## src/rtl/frt_pkg.sv

```systemverilog
// Package: shared types, constants and codes of the fragment reassembly tracker.
`default_nettype none
package frt_pkg;

    localparam int NUM_SLOTS_DEF = 16;
    localparam int MAX_FRAGS_DEF = 64;
    localparam logic [31:0] TIMEOUT_RESET = 32'd5000;

    typedef enum logic [2:0] {
        OP_ADD   = 3'd0,
        OP_TAKE  = 3'd1,
        OP_QUERY = 3'd2,
        OP_TICK  = 3'd3,
        OP_SWEEP = 3'd4
    } op_t;

    typedef enum logic [2:0] {
        ST_OK       = 3'd0,
        ST_IGNORED  = 3'd1,
        ST_FULL     = 3'd2,
        ST_NOTFOUND = 3'd3,
        ST_TOOLARGE = 3'd4
    } status_t;

    typedef struct packed {
        logic [2:0]  op;
        logic [31:0] message_id;
        logic [63:0] source_hash;
        logic [15:0] fragment_index;
        logic [15:0] fragment_total;
    } in_word_t;

    typedef struct packed {
        logic [2:0] status;
        logic       complete;
        logic [3:0] slot;
        logic [6:0] received_total;
        logic [4:0] freed_count;
    } out_word_t;

    typedef enum logic [1:0] {
        BK_IDLE,
        BK_EXEC,
        BK_SWEEP
    } back_state_t;

endpackage
`default_nettype wire

```

## src/rtl/frt_front.sv

```systemverilog
// Front end: two-entry input queue that holds accepted words for the back end.
`default_nettype none
module frt_front (
    input  wire logic            clk,
    input  wire logic            rst_n,
    input  wire logic            push,
    output logic                 full,
    input  frt_pkg::in_word_t    in_word,
    output logic                 q_valid,
    input  wire logic            q_take,
    output frt_pkg::in_word_t    q_word
);
    import frt_pkg::*;

    in_word_t   mem_reg [2];
    logic       wr_ptr_reg, rd_ptr_reg;
    logic [1:0] cnt_reg;

    assign full    = (cnt_reg == 2'd2);
    assign q_valid = (cnt_reg != 2'd0);
    assign q_word  = mem_reg[rd_ptr_reg];

    // store incoming words
    always_ff @(posedge clk)
    begin
        if (push && !full)
        begin
            mem_reg[wr_ptr_reg] <= in_word;
        end
    end

    // advance pointers and count
    always_ff @(posedge clk or negedge rst_n)
    begin
        if (!rst_n)
        begin
            wr_ptr_reg <= 1'b0;
            rd_ptr_reg <= 1'b0;
            cnt_reg    <= 2'd0;
        end
        else
        begin
            if (push && !full)
            begin
                wr_ptr_reg <= ~wr_ptr_reg;
            end
            if (q_take && q_valid)
            begin
                rd_ptr_reg <= ~rd_ptr_reg;
            end
            cnt_reg <= cnt_reg + {1'b0, (push && !full)} - {1'b0, (q_take && q_valid)};
        end
    end
endmodule
`default_nettype wire

```

## src/rtl/frt_back.sv

```systemverilog
// Back end: context table, match and update, slot sweep and result register.
`default_nettype none
module frt_back #(
    parameter int NUM_SLOTS = frt_pkg::NUM_SLOTS_DEF,
    parameter int MAX_FRAGS = frt_pkg::MAX_FRAGS_DEF
) (
    input  wire logic            clk,
    input  wire logic            rst_n,
    input  wire logic            q_valid,
    output logic                 q_take,
    input  frt_pkg::in_word_t    q_word,
    input  wire logic [31:0]     timeout_ticks,
    output logic                 empty,
    input  wire logic            pop,
    output frt_pkg::out_word_t   out_word
);
    import frt_pkg::*;

    localparam int SW = (NUM_SLOTS > 1) ? $clog2(NUM_SLOTS) : 1;

    logic [NUM_SLOTS-1:0] valid_reg;
    logic [31:0] id_reg    [NUM_SLOTS];
    logic [63:0] hash_reg  [NUM_SLOTS];
    logic [6:0]  total_reg [NUM_SLOTS];
    logic [63:0] map_reg   [NUM_SLOTS];
    logic [6:0]  count_reg [NUM_SLOTS];
    logic [31:0] start_reg [NUM_SLOTS];
    logic [31:0] now_reg;

    back_state_t state_reg, state_next;
    in_word_t    cur_reg;
    logic [NUM_SLOTS-1:0] match_reg;
    logic [SW-1:0] sweep_reg;
    logic [4:0]    freed_reg;

    out_word_t res_reg;
    logic      res_full_reg;

    // match all slots in parallel
    logic [NUM_SLOTS-1:0] match_now;
    always_comb
    begin
        for (int i = 0; i < NUM_SLOTS; i++)
        begin
            match_now[i] = valid_reg[i] && id_reg[i] == q_word.message_id
                           && hash_reg[i] == q_word.source_hash;
        end
    end

    // priority encode match and free slot
    logic          hit;
    logic [SW-1:0] hit_slot;
    logic          has_free;
    logic [SW-1:0] free_slot;
    always_comb
    begin
        hit = 1'b0;
        hit_slot = '0;
        has_free = 1'b0;
        free_slot = '0;
        for (int i = NUM_SLOTS - 1; i >= 0; i--)
        begin
            if (match_reg[i])
            begin
                hit = 1'b1;
                hit_slot = SW'(i);
            end
            if (!valid_reg[i])
            begin
                has_free = 1'b1;
                free_slot = SW'(i);
            end
        end
    end

    // execute decision
    logic          tot_big;
    logic [6:0]    eff_total;
    logic [63:0]   eff_map;
    logic [6:0]    eff_count;
    logic [SW-1:0] tgt;
    logic          bit_set;
    logic          accept_frag;
    logic          do_open;
    logic          add_stop;
    logic [6:0]    new_count;
    always_comb
    begin
        tot_big  = cur_reg.fragment_total > 16'(MAX_FRAGS);
        do_open  = !hit && !tot_big && has_free;
        add_stop = !hit && (tot_big || !has_free);
        tgt      = hit ? hit_slot : free_slot;
        eff_total = hit ? total_reg[tgt] : cur_reg.fragment_total[6:0];
        eff_map   = hit ? map_reg[tgt] : 64'd0;
        eff_count = hit ? count_reg[tgt] : 7'd0;
        bit_set   = eff_map[cur_reg.fragment_index[5:0]];
        accept_frag = ({9'd0, eff_total} > cur_reg.fragment_index)
                      && (cur_reg.fragment_index < 16'd64) && !bit_set;
        new_count = eff_count + (accept_frag ? 7'd1 : 7'd0);
    end

    // sweep test on current slot
    logic expired;
    assign expired = valid_reg[sweep_reg] && ((now_reg - start_reg[sweep_reg]) > timeout_ticks);

    // result word for an execute cycle
    out_word_t exec_res;
    always_comb
    begin
        exec_res = '0;
        unique case (cur_reg.op) inside
            OP_ADD:
            begin
                if (add_stop)
                begin
                    exec_res.status = tot_big ? ST_TOOLARGE : ST_FULL;
                end
                else
                begin
                    exec_res.status = accept_frag ? ST_OK : ST_IGNORED;
                    exec_res.complete = (new_count == eff_total);
                    exec_res.slot = 4'(tgt);
                    exec_res.received_total = new_count;
                end
            end
            OP_TAKE, OP_QUERY:
            begin
                if (!hit)
                begin
                    exec_res.status = ST_NOTFOUND;
                end
                else
                begin
                    exec_res.complete = (count_reg[tgt] == total_reg[tgt]);
                    exec_res.status = exec_res.complete ? ST_OK : ST_NOTFOUND;
                    exec_res.slot = 4'(tgt);
                    exec_res.received_total = count_reg[tgt];
                end
            end
            OP_TICK:
            begin
                exec_res.status = ST_OK;
            end
            default:
            begin
                exec_res.status = ST_IGNORED;
            end
        endcase
    end

    assign q_take = (state_reg == BK_IDLE) && q_valid;

    // next state
    always_comb
    begin
        state_next = state_reg;
        unique case (state_reg)
            BK_IDLE:
            begin
                if (q_valid)
                begin
                    state_next = (q_word.op == OP_SWEEP) ? BK_SWEEP : BK_EXEC;
                end
            end
            BK_EXEC:
            begin
                if (!res_full_reg)
                begin
                    state_next = BK_IDLE;
                end
            end
            BK_SWEEP:
            begin
                if (sweep_reg == SW'(NUM_SLOTS - 1) && !res_full_reg)
                begin
                    state_next = BK_IDLE;
                end
            end
            default:
            begin
                state_next = BK_IDLE;
            end
        endcase
    end

    // output strobes
    logic exec_fire, sweep_step, sweep_done;
    always_comb
    begin
        exec_fire  = 1'b0;
        sweep_step = 1'b0;
        sweep_done = 1'b0;
        unique case (state_reg)
            BK_EXEC:  exec_fire = !res_full_reg;
            BK_SWEEP:
            begin
                sweep_step = (sweep_reg != SW'(NUM_SLOTS - 1)) || !res_full_reg;
                sweep_done = (sweep_reg == SW'(NUM_SLOTS - 1)) && !res_full_reg;
            end
            default: ;
        endcase
    end

    // table payload updates
    always_ff @(posedge clk)
    begin
        if (q_take)
        begin
            cur_reg   <= q_word;
            match_reg <= match_now;
        end
        if (exec_fire && cur_reg.op == OP_ADD && !add_stop)
        begin
            if (do_open)
            begin
                id_reg[tgt]    <= cur_reg.message_id;
                hash_reg[tgt]  <= cur_reg.source_hash;
                total_reg[tgt] <= cur_reg.fragment_total[6:0];
                start_reg[tgt] <= now_reg;
            end
            map_reg[tgt]   <= eff_map | (accept_frag ? (64'd1 << cur_reg.fragment_index[5:0]) : 64'd0);
            count_reg[tgt] <= new_count;
        end
    end

    // control state, valid bits, time and result register
    always_ff @(posedge clk or negedge rst_n)
    begin
        if (!rst_n)
        begin
            state_reg    <= BK_IDLE;
            valid_reg    <= '0;
            now_reg      <= '0;
            sweep_reg    <= '0;
            freed_reg    <= '0;
            res_full_reg <= 1'b0;
            res_reg      <= '0;
        end
        else
        begin
            state_reg <= state_next;
            if (pop && res_full_reg)
            begin
                res_full_reg <= 1'b0;
            end
            if (q_take)
            begin
                sweep_reg <= '0;
                freed_reg <= '0;
            end
            if (exec_fire)
            begin
                res_reg      <= exec_res;
                res_full_reg <= 1'b1;
                if (cur_reg.op == OP_ADD && do_open)
                begin
                    valid_reg[tgt] <= 1'b1;
                end
                if (cur_reg.op == OP_TAKE && hit && count_reg[tgt] == total_reg[tgt])
                begin
                    valid_reg[tgt] <= 1'b0;
                end
                if (cur_reg.op == OP_TICK)
                begin
                    now_reg <= now_reg + 32'd1;
                end
            end
            if (sweep_step)
            begin
                if (expired)
                begin
                    valid_reg[sweep_reg] <= 1'b0;
                end
                if (!sweep_done)
                begin
                    freed_reg <= freed_reg + (expired ? 5'd1 : 5'd0);
                    sweep_reg <= sweep_reg + SW'(1);
                end
            end
            if (sweep_done)
            begin
                res_reg      <= '{status: ST_OK, complete: 1'b0, slot: 4'd0,
                                  received_total: 7'd0,
                                  freed_count: freed_reg + (expired ? 5'd1 : 5'd0)};
                res_full_reg <= 1'b1;
            end
        end
    end

    assign empty    = !res_full_reg;
    assign out_word = res_reg;
endmodule
`default_nettype wire

```

## src/rtl/fragment_reassembly_tracker.sv

```systemverilog
// Top level of the fragment reassembly tracker.
`default_nettype none
// Tracks up to NUM_SLOTS reassembly contexts keyed by message id and source hash.
// Input words enter a two-entry queue; the back end takes one word at a time.
// Add, take, query and tick match the key across all slots in parallel and then
// execute once the result register is free; a sweep steps one slot per cycle,
// waiting at the last for a free result register. A single result register holds
// each answer until popped. timeout_ticks is written through the cfg channel.
module fragment_reassembly_tracker #(
    parameter int NUM_SLOTS = frt_pkg::NUM_SLOTS_DEF,
    parameter int MAX_FRAGS = frt_pkg::MAX_FRAGS_DEF
) (
    input  wire logic            clk,
    input  wire logic            rst_n,
    input  wire logic            push,
    output logic                 full,
    input  frt_pkg::in_word_t    in_word,
    output logic                 empty,
    input  wire logic            pop,
    output frt_pkg::out_word_t   out_word,
    input  wire logic            cfg_valid,
    output logic                 cfg_ready,
    input  wire logic [31:0]     cfg_data
);
    import frt_pkg::*;

    logic        q_valid, q_take;
    in_word_t    q_word;
    logic [31:0] timeout_reg;

    assign cfg_ready = 1'b1;

    // hold the timeout register
    always_ff @(posedge clk or negedge rst_n)
    begin
        if (!rst_n)
        begin
            timeout_reg <= TIMEOUT_RESET;
        end
        else if (cfg_valid)
        begin
            timeout_reg <= cfg_data;
        end
    end

    frt_front u_front (
        .clk     (clk),
        .rst_n   (rst_n),
        .push    (push),
        .full    (full),
        .in_word (in_word),
        .q_valid (q_valid),
        .q_take  (q_take),
        .q_word  (q_word)
    );

    frt_back #(
        .NUM_SLOTS (NUM_SLOTS),
        .MAX_FRAGS (MAX_FRAGS)
    ) u_back (
        .clk           (clk),
        .rst_n         (rst_n),
        .q_valid       (q_valid),
        .q_take        (q_take),
        .q_word        (q_word),
        .timeout_ticks (timeout_reg),
        .empty         (empty),
        .pop           (pop),
        .out_word      (out_word)
    );
endmodule
`default_nettype wire
```

## config.mk

```make
export PLATFORM = sky130hd
export DESIGN_NAME = fragment_reassembly_tracker
export DESIGN_NICKNAME = d
export VERILOG_FILES = /design/src/rtl/frt_pkg.sv /design/src/rtl/frt_front.sv /design/src/rtl/frt_back.sv /design/src/rtl/fragment_reassembly_tracker.sv
export SDC_FILE = /design/constraint.sdc
export NUM_CORES = 2
export LEC_CHECK = 0
export BUFFER_PORTS_ARGS = -buffer_cell sky130_fd_sc_hd__clkbuf_2
export CORE_ASPECT_RATIO = 2
export CORE_MARGIN = 1.5
export CORE_UTILIZATION = 68
export CTS_CLUSTER_DIAMETER = 50
export DETAILED_ROUTE_END_ITERATION = 8
export GPL_ROUTABILITY_DRIVEN = 0
export PLACE_DENSITY = 0.95
export SKIP_CTS_REPAIR_TIMING = 1
export SLEW_MARGIN = 20
export SYNTH_ARGS = -nofsm -noshare
export SYNTH_HDL_FRONTEND = slang
export SYNTH_SLANG_ARGS = --single-unit
```

## constraint.sdc

```tcl
create_clock -name clk -period 13.7 [get_ports clk]
set_input_delay 2.74 -clock clk [delete_from_list [all_inputs] [get_ports clk]]
set_output_delay 2.74 -clock clk [all_outputs]
set_load 0.03 [all_outputs]
```

==> impl_results.md, run 1 <==
* Share of flip-flops with an asynchronous set or reset at 0.0304
* Synthesized area at 155000 um^2
* CTS max path bufs at 4
* Top FF cell, synth: edfxtp_1
* Yosys reg bits at 3821
* Share of the synthesized area in the top cell type at 0.717
* Port bufs at 189
* Synth Instances at 9810
* Io pins at 191
* TritonCTS Buffers at 312
* CTS H-tree depth at 5
* Fail Step: global routing (5_1_grt)
* Status: did not finish
* Err: [ERROR GRT-0116] Global routing finished with congestion. Check the congestion regions in the DRC Viewer.
* Cell taking the most area after synthesis: edfxtp_1
* Root Driver: clkbuf_16
* Initial core utilization at 0.685
* Count leader, synth: edfxtp_1
* Commonest cells post-synth: edfxtp_1 (3705), nand2_1 (912), xnor2_1 (574)
* Post-DP HPWL at 351 mm
* Ranking of synthesized cells by area: edfxtp_1 (72%), xnor2_1 (3.2%), xor2_1 (2.9%)
* Syn_area_per_cell at 15.8 um^2
* Synth Warn # at 0
* Vias in the first global route at 124841
* Synth cell types at 105
* Global-route usage over all layers at 0.655
* CTS Sinks at 3821
* First-pass GRT wire length at 1040 mm
* Sequential area share after synthesis at 0.736
* Die W at 341 um
* Largest net degree at the start of global routing at 179
* FP Rows at 247
* Syn Nets at 10061
* Die Y at 678 um
* EDFF count, synth at 3705
* GRT overflow at 206
routing by layer:
layer,GRT overflow,global-route usage
met2,84,0.797
met1,19,0.620
met3,25,0.566
met5,1,0.353
met4,77,0.632
per-stage QoR:
stage	util	instances	hold WS, ns	cell area [um^2]	setup WS (ns)
2_1_floorplan	-	9810	0.461	155000	4.47
3_3_place_gp	0.716	12864	0.430	162000	5.08
3_5_place_dp	0.716	12868	0.437	162000	4.60
4_1_cts	0.759	13414	0.463	172000	3.95
logic make-up after synthesis:
| group | after synthesis | synth area share |
|---|---|---|
| flops | 3821 | 0.736 |
| simple gates | 2259 | 0.0706 |
| compound gates | 1439 | 0.0646 |
| xor+xnor | 1091 | 0.0616 |
| buf+inv | 696 | 0.0195 |
| mux | 420 | 0.0409 |
| fa+ha+maj | 83 | 0.00674 |
| other cells | 1 | 0.0000242 |
==> run 2: changes to the inputs <==
--- a/config.mk
+++ b/config.mk
@@ -6,13 +6,11 @@
 export NUM_CORES = 2
 export LEC_CHECK = 0
 export BUFFER_PORTS_ARGS = -buffer_cell sky130_fd_sc_hd__clkbuf_2
-export CORE_ASPECT_RATIO = 2
 export CORE_MARGIN = 1.5
-export CORE_UTILIZATION = 68
-export CTS_CLUSTER_DIAMETER = 50
+export CORE_UTILIZATION = 40
 export DETAILED_ROUTE_END_ITERATION = 8
 export GPL_ROUTABILITY_DRIVEN = 0
-export PLACE_DENSITY = 0.95
+export PLACE_DENSITY_LB_ADDON = 0.15
 export SKIP_CTS_REPAIR_TIMING = 1
 export SLEW_MARGIN = 20
 export SYNTH_ARGS = -nofsm -noshare
==> impl_results.md, run 2 <==
* Setup ws final at 4.89 ns
* Reg clk slew, reported paths at 0.06 ns
* Die W at 626 um
* CTS Sinks at 3821
* Yosys reg bits at 3821
* Vias per cell at 6.24
* Global-route usage over all layers at 0.300
* Final number of max-transition violations at 0
* Synth cell types at 105
* Avg WL per Cell at 37.7 um
* Layout cells sized above 1 at 0.152
* Worst-path fanout max at 44
* Ranking of synthesized cells by area: edfxtp_1 (72%), xnor2_1 (3.2%), xor2_1 (2.9%)
* Root Driver: clkbuf_16
* Slew headroom at 0.0605
* GRT overflow at 0
* Min-Delay Path Depth at 0
* Synth Warn # at 0
* Count leader, synth: edfxtp_1
* FP Rows at 228
* TritonCTS Buffers at 409
* Slowest stage delay, CP at 0.82 ns
* Max Fclk at 0.114 GHz
* Critical Path RT at 14.60 ns
* Lkg Pwr at 59.1 nW
* Core region area at 386000 um^2
* Dpl cells at 15101
* Final antenna-violating net count at 0
* First-pass GRT wire length at 803 mm
* Initial DRC Count at 16852
* Layout Skew at 0.104 ns
* Final period util at 0.643
* Crit start category: flip-flop
* EDFF count, synth at 3705
* Non-Filler Instances at 15901
* Sequential area share after synthesis at 0.736
* Detailed Routing Iterations Pass 1 at 6
* Port bufs at 189
* Final-report setup violation count at 0
* Status: complete, no violations
* Initial core utilization at 0.402
* Final #Nets at 10589
* CTS max path bufs at 4
* Commonest cells after routing, fill and taps aside: edfxtp_1 (3705), nand2_1 (910), xnor2_1 (574), xor2_1 (516), buf_4 (417)
* Worst EP arrival at 9.71 ns
* Ratio of total power to cell area at 243 nW/um^2
* Synthesized area at 155000 um^2
* Area Overhead vs Synth at 15.0%
* Worst VDD drop at 0.271 mV
* Drt total wl at 600 mm
* RSZ-0062 raised after global routing: no
* Share of flip-flops with an asynchronous set or reset at 0.0304
* Worst skew pair latency at 1.04 ns
* Place WS at 4.83 ns
* Die Area at 392000 um^2
* Worst R2R End: u_back.freed_reg[4]$_DFF_PN0_
* Reg-to-Reg Start: u_back.sweep_reg[0]$_DFF_PN0_
* Syn Nets at 10061
* Share of the synthesized area in the top cell type at 0.717
* Cells on worst reg2reg path at 29
* Hold EP: u_back.id_reg[1][31]$_DFFE_PP_
* Hold WC Path Type: reg2reg
* Post-DP HPWL at 354 mm
* Crit path capture type: flip-flop
* Io pins at 191
* DRC viols at 0
* Max Cap Viol at 0
* Final hold violation count at 0
* CTS H-tree depth at 5
* Top FF cell, synth: edfxtp_1
* Tot Pwr at 43.4 mW
* Most common cell after layout, fill and taps aside: edfxtp_1
* Worst R2R Setup Slack at 4.89 ns
* Cell taking the most area after synthesis: edfxtp_1
* Syn_area_per_cell at 15.8 um^2
* Largest net degree at the start of global routing at 159
* TritonCTS clock tree: yes
* Setup TNS at 0 ns
* Initial antenna violation count at 102
* Vias in the first global route at 94091
* Slowest stage cell, crit path: buf_4
* Die Y at 626 um
* Via count at 99229
* Hold Crit Start: u_back.cur_reg[127]$_DFFE_PP_
* Synth Instances at 9810
* Commonest cells post-synth: edfxtp_1 (3705), nand2_1 (912), xnor2_1 (574)
* Kind of critical path: reg2reg
* Worst slew pin tran at 1.40 ns
* Tmin final at 8.81 ns
run 2: cell counts after synthesis:
No cell type changed its count.
run 2: worst max path at each step:
stage,slack [ns],depth (start not counted),start,endpoint
after floorplan,4.47,14,u_back.match_reg[14]$_DFFE_PP_,u_back.hash_reg[3][0]$_DFFE_PP_
after global placement,4.61,29,u_back.sweep_reg[0]$_DFF_PN0_,u_back.out_word[4]$_DFFE_PN0P_
after detailed placement,4.83,29,u_back.sweep_reg[0]$_DFF_PN0_,u_back.freed_reg[4]$_DFF_PN0_
after CTS,4.77,29,u_back.sweep_reg[0]$_DFF_PN0_,u_back.freed_reg[4]$_DFF_PN0_
after global routing,4.10,29,u_back.sweep_reg[0]$_DFF_PN0_,u_back.out_word[4]$_DFFE_PN0P_
final,4.89,29,u_back.sweep_reg[0]$_DFF_PN0_,u_back.freed_reg[4]$_DFF_PN0_
run 2: area by class of cell:
| class | instances | area, um^2 |
|---|---|---|
| diodes | 51 | 128 |
| clock buffers | 506 | 10700 |
| clock inverters | 242 | 2220 |
| fillers | 33419 | 208000 |
| inverters | 199 | 762 |
| multi-input cells | 5293 | 39700 |
| flip-flops and latches | 3821 | 114000 |
| well taps | 5175 | 6470 |
| repair buffers | 614 | 4250 |
run 2: through the flow:
step / hold WS (ns) / utilization / area (um^2)
2_1_floorplan: 0.461 / - / 155000
3_3_place_gp: 0.434 / 0.428 / 165000
3_5_place_dp: 0.439 / 0.428 / 165000
4_1_cts: 0.454 / 0.462 / 178000
5_1_grt: 0.466 / 0.462 / 178000
6_report: 0.453 / 0.462 / 178000
run 2: cell families after synthesis:
family	Yosys count	synth area share
muxes	420	0.0409
other	1	0.0000242
buffers and inverters	696	0.0195
DFF	3821	0.736
adders and majority gates	83	0.00674
and+or+nand+nor	2259	0.0706
AOI/OAI and AO/OA	1439	0.0646
xor gates and xnor gates	1091	0.0616
run 2: power breakdown:
group          switching [mW]  total [mW]  internal [mW]
logic                    12.2        16.0           3.84
registers               0.607        16.5           15.9
clock network            4.73        10.9           6.16
total                    17.5        43.4           25.9
run 2: worst max-delay path: cells and delay by family, from the launching register on:
family	cells	cell delay, ns
buffers and inverters	4	1.80
AO/OA/AOI/OAI	12	2.44
flip-flops	1	0.57
AND/OR/NAND/NOR	5	1.36
adder cells (fa/ha/maj)	4	1.03
multiplexers	2	1.10
XOR/XNOR	2	0.32
run 2: metal layers:
layer	GRT usage	wire length (um)	vias to the layer above	part of all wire
li1	-	-	39255	-
met1	0.393	224000	51324	0.37
met2	0.465	271000	6927	0.45
met3	0.0681	67200	1699	0.11
met4	0.157	37700	24	0.063
met5	0	198	-	0.00033
Note: power is estimated with default switching activity, not from simulation.
